<file path="src/rtl/arw_pkg.sv">
package arw_pkg;

    // Width of the sliding replay window, 8 to 64.
    localparam int WIN_BITS  = 64;
    localparam int WIN_IDX_W = $clog2(WIN_BITS);

    localparam int SEQ_W = 32;

    localparam logic [WIN_BITS-1:0] WIN_ONE = WIN_BITS'(1);
    localparam logic [SEQ_W-1:0]    WIN_LIMIT = SEQ_W'(WIN_BITS);

    localparam logic [SEQ_W-1:0] REKEY_THRESHOLD_RESET = 32'hF000_0000;

    // Command codes carried in the input tuser.
    localparam logic [1:0] CMD_CHECK = 2'd0;
    localparam logic [1:0] CMD_TX    = 2'd1;
    localparam logic [1:0] CMD_REKEY = 2'd2;

    localparam int IN_TDATA_W  = 40;
    localparam int OUT_TDATA_W = 40;

    typedef struct packed {
        logic [1:0]       cmd;
        logic [SEQ_W-1:0] rx_seq;
        logic             session_established;
    } in_item_t;

    typedef struct packed {
        logic             accepted;
        logic [SEQ_W-1:0] tx_seq;
        logic             aborted;
        logic             rekey_needed;
    } out_item_t;

endpackage

</file>
<file path="src/rtl/arw_in_stage.sv">
module arw_in_stage
    import arw_pkg::*;
(
    input  logic                  clk,
    input  logic                  rst_n,
    input  logic                  s_tvalid,
    output logic                  s_tready,
    input  logic [IN_TDATA_W-1:0] s_tdata,
    input  logic [1:0]            s_tuser,
    input  logic                  out_ready,
    output logic                  item_valid,
    output in_item_t              item
);

    logic     valid_reg;
    logic     valid_next;
    in_item_t item_reg;

    assign s_tready   = !valid_reg || out_ready;
    assign valid_next = s_tready ? s_tvalid : valid_reg;

    always_ff @(posedge clk or negedge rst_n)
    begin
        if (!rst_n)
        begin
            valid_reg <= 1'b0;
        end
        else
        begin
            valid_reg <= valid_next;
        end
    end

    always_ff @(posedge clk)
    begin
        if (s_tvalid && s_tready)
        begin
            item_reg.cmd                 <= s_tuser;
            item_reg.rx_seq              <= s_tdata[SEQ_W-1:0];
            item_reg.session_established <= s_tdata[SEQ_W];
        end
    end

    assign item_valid = valid_reg;
    assign item       = item_reg;

endmodule

</file>
<file path="src/rtl/arw_guard.sv">
module arw_guard
    import arw_pkg::*;
(
    input  logic             clk,
    input  logic             rst_n,
    input  logic             step,
    input  in_item_t         item,
    input  logic             cfg_we,
    input  logic [SEQ_W-1:0] cfg_wdata,
    output out_item_t        result
);

    logic [SEQ_W-1:0]    highest_rx_seq_reg, highest_rx_seq_next;
    logic [WIN_BITS-1:0] seen_window_reg, seen_window_next;
    logic [SEQ_W-1:0]    last_tx_seq_reg, last_tx_seq_next;
    logic                error_latched_reg, error_latched_next;
    logic [SEQ_W-1:0]    rekey_threshold_reg;

    logic [SEQ_W-1:0]    dist_up;
    logic [SEQ_W-1:0]    dist_dn;
    logic [SEQ_W-1:0]    tx_inc;
    logic                seq_newer;
    logic                acc;
    logic [SEQ_W-1:0]    txv;

    assign dist_up   = item.rx_seq - highest_rx_seq_reg;
    assign dist_dn   = highest_rx_seq_reg - item.rx_seq;
    assign seq_newer = item.rx_seq > highest_rx_seq_reg;
    assign tx_inc    = last_tx_seq_reg + 1'b1;

    always_comb
    begin
        highest_rx_seq_next = highest_rx_seq_reg;
        seen_window_next    = seen_window_reg;
        last_tx_seq_next    = last_tx_seq_reg;
        error_latched_next  = error_latched_reg;
        acc                 = 1'b0;
        txv                 = '0;
        case (item.cmd)
            CMD_CHECK:
            begin
                if (item.rx_seq != '0)
                begin
                    if (seq_newer)
                    begin
                        // Slide the window up; a jump of its full width or more starts it over.
                        if (dist_up < WIN_LIMIT)
                        begin
                            seen_window_next = (seen_window_reg << dist_up[WIN_IDX_W-1:0])
                                               | WIN_ONE;
                        end
                        else
                        begin
                            seen_window_next = WIN_ONE;
                        end
                        highest_rx_seq_next = item.rx_seq;
                        acc                 = 1'b1;
                    end
                    else if (dist_dn < WIN_LIMIT)
                    begin
                        if (!seen_window_reg[dist_dn[WIN_IDX_W-1:0]])
                        begin
                            seen_window_next[dist_dn[WIN_IDX_W-1:0]] = 1'b1;
                            acc                                       = 1'b1;
                        end
                    end
                end
            end
            CMD_TX:
            begin
                last_tx_seq_next = tx_inc;
                txv              = tx_inc;
                if (tx_inc == '0)
                begin
                    error_latched_next = 1'b1;
                end
                else
                begin
                    acc = 1'b1;
                end
            end
            CMD_REKEY:
            begin
                highest_rx_seq_next = '0;
                seen_window_next    = '0;
                last_tx_seq_next    = '0;
            end
            default:
            begin
                acc = 1'b0;
            end
        endcase
    end

    always_ff @(posedge clk or negedge rst_n)
    begin
        if (!rst_n)
        begin
            highest_rx_seq_reg  <= '0;
            seen_window_reg     <= '0;
            last_tx_seq_reg     <= '0;
            error_latched_reg   <= 1'b0;
            rekey_threshold_reg <= REKEY_THRESHOLD_RESET;
        end
        else
        begin
            if (step)
            begin
                highest_rx_seq_reg <= highest_rx_seq_next;
                seen_window_reg    <= seen_window_next;
                last_tx_seq_reg    <= last_tx_seq_next;
                error_latched_reg  <= error_latched_next;
            end
            if (cfg_we)
            begin
                rekey_threshold_reg <= cfg_wdata;
            end
        end
    end

    assign result.accepted     = acc;
    assign result.tx_seq       = txv;
    assign result.aborted      = error_latched_next;
    assign result.rekey_needed = item.session_established &&
                                 ((last_tx_seq_next > rekey_threshold_reg) ||
                                  (highest_rx_seq_next > rekey_threshold_reg));

endmodule

</file>
<file path="src/rtl/arw_out_stage.sv">
module arw_out_stage
    import arw_pkg::*;
(
    input  logic                   clk,
    input  logic                   rst_n,
    input  logic                   item_valid,
    input  out_item_t              result,
    output logic                   out_ready,
    output logic                   m_tvalid,
    input  logic                   m_tready,
    output logic [OUT_TDATA_W-1:0] m_tdata
);

    logic      valid_reg;
    logic      valid_next;
    out_item_t result_reg;

    assign out_ready  = !valid_reg || m_tready;
    assign valid_next = out_ready ? item_valid : valid_reg;

    always_ff @(posedge clk or negedge rst_n)
    begin
        if (!rst_n)
        begin
            valid_reg <= 1'b0;
        end
        else
        begin
            valid_reg <= valid_next;
        end
    end

    always_ff @(posedge clk)
    begin
        if (out_ready && item_valid)
        begin
            result_reg <= result;
        end
    end

    assign m_tvalid = valid_reg;
    assign m_tdata  = {5'b0, result_reg.rekey_needed, result_reg.aborted,
                       result_reg.tx_seq, result_reg.accepted};

endmodule

</file>
<file path="src/rtl/anti_replay_window_with_seq_counter.sv">
// Channel  | Direction | Signals                      | Contents
// ---------+-----------+------------------------------+-------------------------------------
// s_*      | in        | s_tvalid s_tready s_tdata    | command item, tuser = cmd
//          |           | s_tuser                      |
// m_*      | out       | m_tvalid m_tready m_tdata    | one result item per command item
// cfg_*    | in        | cfg_we cfg_wdata             | rekey_threshold write, no read-back
//
// Each item is held in the input register and then moves on to the output register,
// and one item is taken every cycle while m_tready does not stall the output.
// The window shift, the sequence compares and the rekey compare all sit in the single
// stage between the two registers, where the session state is also updated.
// rst_n clears the valid flags, the counters, the window and the abort latch, and loads
// the rekey threshold with its default. A stall on m_tready holds the output register
// and, through the same ready chain, the input register; nothing is lost or repeated.
module anti_replay_window_with_seq_counter
    import arw_pkg::*;
(
    input  logic                   clk,
    input  logic                   rst_n,
    input  logic                   s_tvalid,
    output logic                   s_tready,
    // [31:0] rx_seq, [32] session_established, [39:33] zero
    input  logic [IN_TDATA_W-1:0]  s_tdata,
    // [1:0] cmd
    input  logic [1:0]             s_tuser,
    output logic                   m_tvalid,
    input  logic                   m_tready,
    // [0] accepted, [32:1] tx_seq, [33] aborted, [34] rekey_needed, [39:35] zero
    output logic [OUT_TDATA_W-1:0] m_tdata,
    input  logic                   cfg_we,
    input  logic [SEQ_W-1:0]       cfg_wdata
);

    logic      out_ready;
    logic      item_valid;
    in_item_t  item;
    out_item_t result;

    // The input register holds the item that is worked on this cycle.
    arw_in_stage u_in_stage (
        .clk        (clk),
        .rst_n      (rst_n),
        .s_tvalid   (s_tvalid),
        .s_tready   (s_tready),
        .s_tdata    (s_tdata),
        .s_tuser    (s_tuser),
        .out_ready  (out_ready),
        .item_valid (item_valid),
        .item       (item)
    );

    // The session state advances exactly when the item moves into the output register.
    arw_guard u_guard (
        .clk       (clk),
        .rst_n     (rst_n),
        .step      (item_valid && out_ready),
        .item      (item),
        .cfg_we    (cfg_we),
        .cfg_wdata (cfg_wdata),
        .result    (result)
    );

    arw_out_stage u_out_stage (
        .clk        (clk),
        .rst_n      (rst_n),
        .item_valid (item_valid),
        .result     (result),
        .out_ready  (out_ready),
        .m_tvalid   (m_tvalid),
        .m_tready   (m_tready),
        .m_tdata    (m_tdata)
    );

endmodule
</file>
<file path="config.mk">
export PLATFORM = sky130hd
export DESIGN_NAME = anti_replay_window_with_seq_counter
export DESIGN_NICKNAME = d
export VERILOG_FILES = /design/src/rtl/arw_pkg.sv /design/src/rtl/arw_in_stage.sv /design/src/rtl/arw_guard.sv /design/src/rtl/arw_out_stage.sv /design/src/rtl/anti_replay_window_with_seq_counter.sv
export SDC_FILE = /design/constraint.sdc
export NUM_CORES = 1
export LEC_CHECK = 0
export ABC_AREA = 1
export BUFFER_PORTS_ARGS = -buffer_cell sky130_fd_sc_hd__buf_2
export CAP_MARGIN = 20
export CELL_PAD_IN_SITES_DETAIL_PLACEMENT = 1
export CELL_PAD_IN_SITES_GLOBAL_PLACEMENT = 2
export CORE_MARGIN = 2
export CORE_UTILIZATION = 35
export DETAILED_ROUTE_END_ITERATION = 7
export PLACE_DENSITY = 0.9
export SETUP_SLACK_MARGIN = 0.05
export SLEW_MARGIN = 5
export SYNTH_ARGS = -nofsm -noshare
export SYNTH_HDL_FRONTEND = slang
export SYNTH_SLANG_ARGS = --single-unit
</file>
<file path="constraint.sdc">
create_clock -name clk -period 4.8 [get_ports clk]
set_input_delay 0.24 -clock clk [delete_from_list [all_inputs] [get_ports clk]]
set_output_delay 0.24 -clock clk [all_outputs]
set_load 0.05 [all_outputs]
</file>
# Word-level counts from Yosys, hierarchy flattened
# Index checks and enable logic that the tools add are counted.
# word_totals
in_bits	79
output_inout_bits	42
reg_bits	233
# op_classes
order_cmp	7
reduce_logical	14
bitwise	1
n_addsub	3
mux	22
eq_ne	5
shift	1
# ops
op	count
$mux 64	5
$pmux 32 s2	2
$pmux 64 s2	1
$gt 32x32->1	3
$lt 32x7->1 const B	2
$mux 32	2
$or 64x64->64	1
$shl 64x6->64	1
$sub 32x32->32	2
$add 32x1->32 const B	1
$logic_not 32->1	1
$reduce_bool 32->1	1
$mux 1	9
$lt 6x7->1 const B	1
$bmux 1 s6	1
$demux 1 s6	1
$ge 6x1->1 const B	1
$reduce_and 5->1	1
$logic_and 1x1->1	4
$logic_or 1x1->1	3
$ne 3x1->1 const B	1
$ne 3x2->1 const B	1
$eq 2x1->1 const B	1
$eq 2x2->1 const B	1
5 further kinds	6

# Depth between registers and ports, before layout
# Gate-level depths: netlist of run 1.
# depth
ltp_word	11
mapped_depth	30
ltp_nobuf	29

# Hierarchy
# A second synthesis of run 1 with hierarchy kept.
# hier_totals
hier_cells	3617
area_unflattened_um2	22432.8
# modules_own_cells
module	seq_area_each_um2	area_per_inst_um2	cells_per_inst	instances
arw_guard	4033.9	20191.9	3527	1
arw_out_stage	1076.0	1137.3	47	1
arw_in_stage	1076.0	1096.1	41	1
anti_replay_window_with_seq_counter	0.0	7.5	2	1

# Least setup slack after synthesis of run 1
# No wires, ideal clock.
# synth_timing
kind	register to register
startpoint	reg u_in_stage.item_reg (netlist bit u_in_stage.item[1])
endpoint	reg u_out_stage.result_reg (netlist bit u_out_stage.m_tdata[34]), data pin
path_stages_with_launch	31
path_slack_ns	0.903
required_time_ns	4.646
setup_time_ns	0.154
arrival_ns	3.743
n_path_buf	2
cell_sequence	edfxtp_1 > inv_1 > ha_1 > inv_1 > fa_1 > nand3_1 > nand3_1 > nand2_1 > nand2_1 > nand2_1 > nand3_1 > nand2_1 > nand3_1 > nand2_2 > nor2_2 > inv_2 > buf_2 > buf_2 > a21oi_1 > o21ai_1 > o21ai_0 > ha_1 > nand2_1 > nor2_1 > nand4_1 > a31o_2 > o2111ai_1 > nand2_1 > nand3_1 > nand2_1 > a21boi_0
# synth_rtl
element	line_no	source
start, declared	arw_in_stage.sv:17	in_item_t item_reg;
end signal, assigned	arw_out_stage.sv:37	result_reg <= result;
end, declared	arw_out_stage.sv:16	out_item_t result_reg;

==> reports/qor.yml, run 1 <==
grt:
  grt_pass1_vias: 25200
  grt_max_degree: 100
  grt_pass1_wl_mm: 145
  grt.total_usage: 0.280
  antenna_found_initial: 3
  globalRouteOverflowTotal: 0
clocking:
  cts_max_level: 1
  cts_buffers: 29
  max-clock-path-buffers: 3
  cts.sinks: 233
  tritoncts: "yes"
  path_clk_slew_ps: 60
  clkLatencyLatePin_ps: 610
  root_buffer: "clkbuf_16"
die:
  dieArea_sq_um: 65200
  io-pin-count: 121
  core.rowCount: 92
  dieWidth_um: 255
  die_h_um: 255
  core_area_sq_um: 62700
  initial_core_util: 0.353
pwr:
  p_clk_frac: 0.114
  p_sw_mw: 12.2
  peakVddDrop_v: 0.000468
  power.total_mw: 20.5
  swShare: 0.594
  pwr-share-comb: 0.744
  powerDensity_nw_per_um2: 805
  p_leak_nw: 12.0
  power.internal_mw: 8.34
  seqPwrFrac: 0.142
placement:
  gp_congestion: 0.953
  numPortBuffers: 108
  hpwl_mm: 70.2
sta:
  holdWs_ps: 244
  fmax_mhz: 219
  finalSetupTns_ps: 0
  hold_violations: 0
  report.final.slew_viol_count: 0
  skew_ps: 16.8
  fin_crit_sh: 0.950
  setup_viol: 0
  period_minus_slack_ps: 4560
  tightest_slew_ps: 1050
  slew_headroom: 0.297
synthesis:
  synth_edf_count: 70
  netlist_instances: 3535
  async_reset_ff_frac: 0.700
  synth_cell_types: 53
  dominantRegCellSynth: "dfrtp_1"
  ys_seq_area_frac: 0.280
  syn_area_sq_um: 22100
  synth-seq-cells: 233
  postSynthAreaPerCell_sq_um: 6.26
  yosysWarnings: 0
final_layout:
  layout_commonest_cell: "nand2_1"
  area_growth_syn_to_layout_pct: 15.4
  final_cell_mix: "nand2_1, inv_1, nor2_1"
  largest_reg_flops: 64
  fillers: 8292
  nNetsFinal: 3869
  drive_gt1_frac: 0.0875
detailed_routing:
  vias: 24700
  wl_per_cell_um: 20.9
  antenna_left: 0
  drc: 0
  drt_iter0_drc: 1838
  route.final.wire_length_mm: 94.6
  drt-vias-per-instance: 5.46
  first_pass_iters: 5
hold_path:
  min_path_type: "in2async"
job:
  cap_violations: 0
worst_setup_path:
  cp-end-kind: "flip-flop"
  critPathLaunchType: "flip-flop"
  cp.required_ps: 5250
  cp_slowest_stage_delay_ps: 420
  crit_path_max_fanout: 17
  crit_path_frequent_cell: "nand2_1"
  arrival_ps: 5000
  cp_slowest_cell: "edfxtp_1"
  worst-setup-path-type: "reg2reg"
outcome:
  status: "completed"
## layout make-up
cell class,instances,area (sq um),area share
flip-flops and latches,233,6190,0.242
diodes,1,2.50,0.0000980
clock buffers,36,772,0.0302
inverters,365,1370,0.0538
multi-input cells,2762,13900,0.543
repair buffers,266,2070,0.0810
clock inverters,18,196,0.00769
well taps,846,1060,0.0415
## cells in the mapped netlist, types with 8 or more instances
cell,number,area (sq um)
a31oi_1,41,257
inv_1,359,1350
nand4_1,113,707
xor2_1,35,307
or2_2,17,106
nor2_1,360,1350
nand3_1,176,881
nor3_1,33,165
buf_4,14,105
o21ai_1,85,425
edfxtp_1,70,2100
clkbuf_1,81,304
buf_1,14,52.6
a21oi_1,154,771
nand2_2,16,100
o21a_1,8,60.1
o21ai_0,294,1470
o22ai_1,34,213
buf_2,62,310
nor2_2,10,62.6
mux2i_1,9,90.1
nand2_1,1139,4280
ha_1,131,1640
o211ai_1,18,135
dfrtp_1,159,3980
a211oi_1,31,233
## repair_timing
item,in CTS,in global routing
buffers inserted,0,4
endpoints found under the hold margin,132,0
hold buffers,70,0
setup endpoints to repair,0,1
resized for setup,0,15
## critical path: cells and delay by family, from the launching register on
kind	cells	cell delay, ps
simple gates	16	1630
compound gates	6	960
fa+ha+maj	3	860
buf+inv	4	530
flops	1	420
## power groups by stage
| stage | Clock [mW] | Combinational [mW] | Sequential, mW |
|---|---|---|---|
| after detailed placement | 0 | 14.8 | 2.93 |
| after global placement | 0 | 14.6 | 2.91 |
| after global routing | 2.44 | 16.8 | 2.96 |
| final | 2.34 | 15.3 | 2.92 |
| after CTS | 2.37 | 14.9 | 2.90 |
| after floorplan | 0 | 9.87 | 2.92 |
## per-layer routing
layer  GRT usage  up-vias  part of all wire
met3      0.0220      191             0.041
met1       0.357    12000              0.43
li1            -    11900                 -
met5           0        -           0.00013
met2       0.493      654              0.49
met4       0.106        2             0.042
## stage by stage
stage | area [sq um] | std cells | worst slack (ps) | util
final | 25500 | 4527 | 242 | 0.407
after global routing | 25500 | 4527 | -13.2 | 0.407
after CTS | 25400 | 4520 | 107 | 0.405
after detailed placement | 23700 | 4396 | 157 | 0.378
after global placement | 23700 | 4396 | 289 | 0.378
after floorplan | 22100 | 3539 | 903 | -
## cell families (layout without fill, tap and decap cells)
family          Yosys count  in the layout  share of synthesized area
simple gates           1889           1889                      0.354
xor+xnor                 38             38                     0.0157
flops                   233            233                      0.280
other cells               1              6                   0.000169
fa+ha+maj               133            133                     0.0759
buf+inv                 544            685                      0.101
mux                      10             10                    0.00458
compound gates          687            687                      0.169
## final timing paths
path | from | end | slack [ps] | cells after the start
worst max-delay path | u_in_stage.item[1]$_DFFE_PP_ | u_out_stage.m_tdata[34]$_DFFE_PP_ | 240 | 29
worst min-delay path | rst_n | u_guard.seen_window_reg[42]$_DFFE_PN0P_ | 240 | 2
worst max register to register | u_in_stage.item[1]$_DFFE_PP_ | u_out_stage.m_tdata[34]$_DFFE_PP_ | 240 | 29
worst min register to register | u_guard.error_latched_reg$_DFFE_PN0P_ | u_guard.error_latched_reg$_DFFE_PN0P_ | 470 | 2
max in group asynchronous | rst_n | u_guard.last_tx_seq_reg[8]$_DFFE_PN0P_ | 3330 | 3
min in group clk | s_tdata[30] | u_in_stage.item[31]$_DFFE_PP_ | 350 | 2
Note: power is estimated with default switching activity, not from simulation.
==> inputs of run 2 (changes only) <==
Clock period 4.8 ns to 4.2 ns, I/O delays scaled along.
==> reports/qor.yml, run 2 (synthesis gave the netlist of run 1 again) <==
grt:
  grt_pass1_vias: 25800  # +2.4%
  grt_pass1_wl_mm: 149  # +2.6%
  globalRouteOverflowTotal: 0  # unchanged
  grt.total_usage: 0.287  # +0.00679
  antenna_found_initial: 4  # +1
  grt_max_degree: 100  # unchanged
die:
  core_area_sq_um: 62700  # unchanged
  dieArea_sq_um: 65200  # unchanged
  die_h_um: 255  # unchanged
  initial_core_util: 0.353  # unchanged
  dieWidth_um: 255  # unchanged
  core.rowCount: 92  # unchanged
  io-pin-count: 121  # unchanged
detailed_routing:
  vias: 25700  # +3.9%
  wl_per_cell_um: 21.3  # +2.1%
  antenna_left: 0  # unchanged
  route.final.wire_length_mm: 98.7  # +4.4%
  drt-vias-per-instance: 5.55  # +1.6%
  first_pass_iters: 8  # +3
  drt_iter0_drc: 1976  # +7.5%
  drc: 0  # unchanged
clocking:
  cts_buffers: 29  # unchanged
  cts.sinks: 233  # unchanged
  path_clk_slew_ps: 70  # about the same
  clkLatencyLatePin_ps: 620  # about the same
  max-clock-path-buffers: 3  # unchanged
  cts_max_level: 1  # unchanged
  root_buffer: "clkbuf_16"
  tritoncts: "yes"
worst_setup_path:
  crit_path_frequent_cell: "nand3_2"
  path_buf_inv: 7  # +3
  cp-end-kind: "flip-flop"
  crit_family: "simple AND/OR/NAND/NOR gates"
  cp_slowest_stage_delay_ps: 420  # about the same
  arrival_ps: 4840  # -160 ps
  cp.required_ps: 4670  # -580 ps
  critPathLaunchType: "flip-flop"
  worst-setup-path-type: "reg2reg"
  crit_path_max_fanout: 5  # -12
  cp_slowest_cell: "edfxtp_1"
sta:
  period_minus_slack_ps: 4370  # -189 ps
  skew_ps: 15.8  # -0.954 ps
  fmax_mhz: 229  # +4.3%
  fin_crit_sh: 1.04  # +0.0906
  tightest_slew_ps: 1160  # +107 ps
  hold_violations: 0  # unchanged
  report.final.slew_viol_count: 0  # unchanged
  setup_viol: 1  # +1
  slew_headroom: 0.225  # -0.0717
  setup_ws_ps: -169  # -411 ps
  rsz0062_at_grt: "true"
  holdWs_ps: 219  # -24.8 ps
placement:
  placed_cell_area_sq_um: 24200  # +2.0%
  hpwl_mm: 70.5  # +0.41%
  dp.cells: 4455  # +1.3%
  numPortBuffers: 108  # unchanged
  gp_congestion: 0.941  # -1.3%
  place_ws_ps: -103  # -260 ps
pwr:
  peakVddDrop_v: 0.000484  # +3.3%
  p_leak_nw: 12.7  # +5.2%
  powerDensity_nw_per_um2: 929  # +15%
final_layout:
  nNetsFinal: 3969  # +2.6%
  final_cell_mix: "nand2_1, inv_1, nor2_1"
  area_growth_syn_to_layout_pct: 21.2
  drive_gt1_frac: 0.132  # +0.0442
  largest_reg_flops: 64  # unchanged
  layout_commonest_cell: "nand2_1"
  final_cells: 4627  # +2.2%
  finish.utilization: 0.427  # +0.0204
  final_area_sq_um: 26800  # +5.0%
hold_path:
  min_path_type: "in2async"
outcome:
  violations: "setup timing"
  status: "finished, violations left"
job:
  cap_violations: 0  # unchanged
## run 2: cell types whose count changed in the layout (fill, tap and decap cells not counted), sizes merged
cell      delta
buf        +102
bufinv       +4
clkbuf       -2
clkinv       -5
clkinvlp     +1
## run 2: routing by layer
layer	track usage	wire, um	vias to the layer above
li1	-	-	12100
met1	0.363	40900	12500
met2	0.501	48200	822
met3	0.0349	5200	242
met4	0.102	4390	4
met5	0	33	-
## run 2: repair_timing
item / 4_1_cts / 5_1_grt
hold buffers: 70 / 0
buffers inserted: 11 / 35
pin swaps: 11 / 51
endpoints found under the hold margin: 150 / 0
gates resized for setup: 26 / 103
cloned: 3 / 0
endpoints found under the setup margin: 1 / 65
## run 2: power breakdown
group	total, mW	switching (mW)	internal [mW]	leakage [nW]
combinational	18.5	12.7	5.78	9.31
clock	3.04	1.19	1.85	0.551
sequential	3.34	0.467	2.88	2.80
## run 2: final timing paths
path	startpoint	endpoint	slack, ps	depth (start not counted)
max	u_in_stage.item[1]$_DFFE_PP_	u_out_stage.m_tdata[34]$_DFFE_PP_	-170	30
min reg2reg	u_guard.error_latched_reg$_DFFE_PN0P_	u_guard.error_latched_reg$_DFFE_PN0P_	470	2
min	rst_n	u_guard.seen_window_reg[47]$_DFFE_PN0P_	220	2
max reg2reg	u_in_stage.item[1]$_DFFE_PP_	u_out_stage.m_tdata[34]$_DFFE_PP_	-170	30
max in group asynchronous	rst_n	u_guard.seen_window_reg[11]$_DFFE_PN0P_	2980	3
min in group clk	cfg_we	u_guard.rekey_threshold_reg[28]$_DFFE_PN1P_	300	3
## run 2: per-stage QoR
step,total power [mW],setup TNS (ps)
floorplan,14.6,0
global placement,20.4,0
detailed placement,20.7,-103
CTS,24.1,0
global route,26.9,-338
finish,24.9,-169
## run 2: area by class of cell
| class | instances | area [sq um] |
|---|---|---|
| repair buffers | 366 | 2890 |
| inverters | 365 | 1380 |
| clock buffers | 36 | 802 |
| diodes | 1 | 2.50 |
| multi-input cells | 2762 | 14200 |
| flip-flops and latches | 233 | 6190 |
| clock inverters | 18 | 319 |
| fillers | 8267 | 35900 |
| well taps | 846 | 1060 |
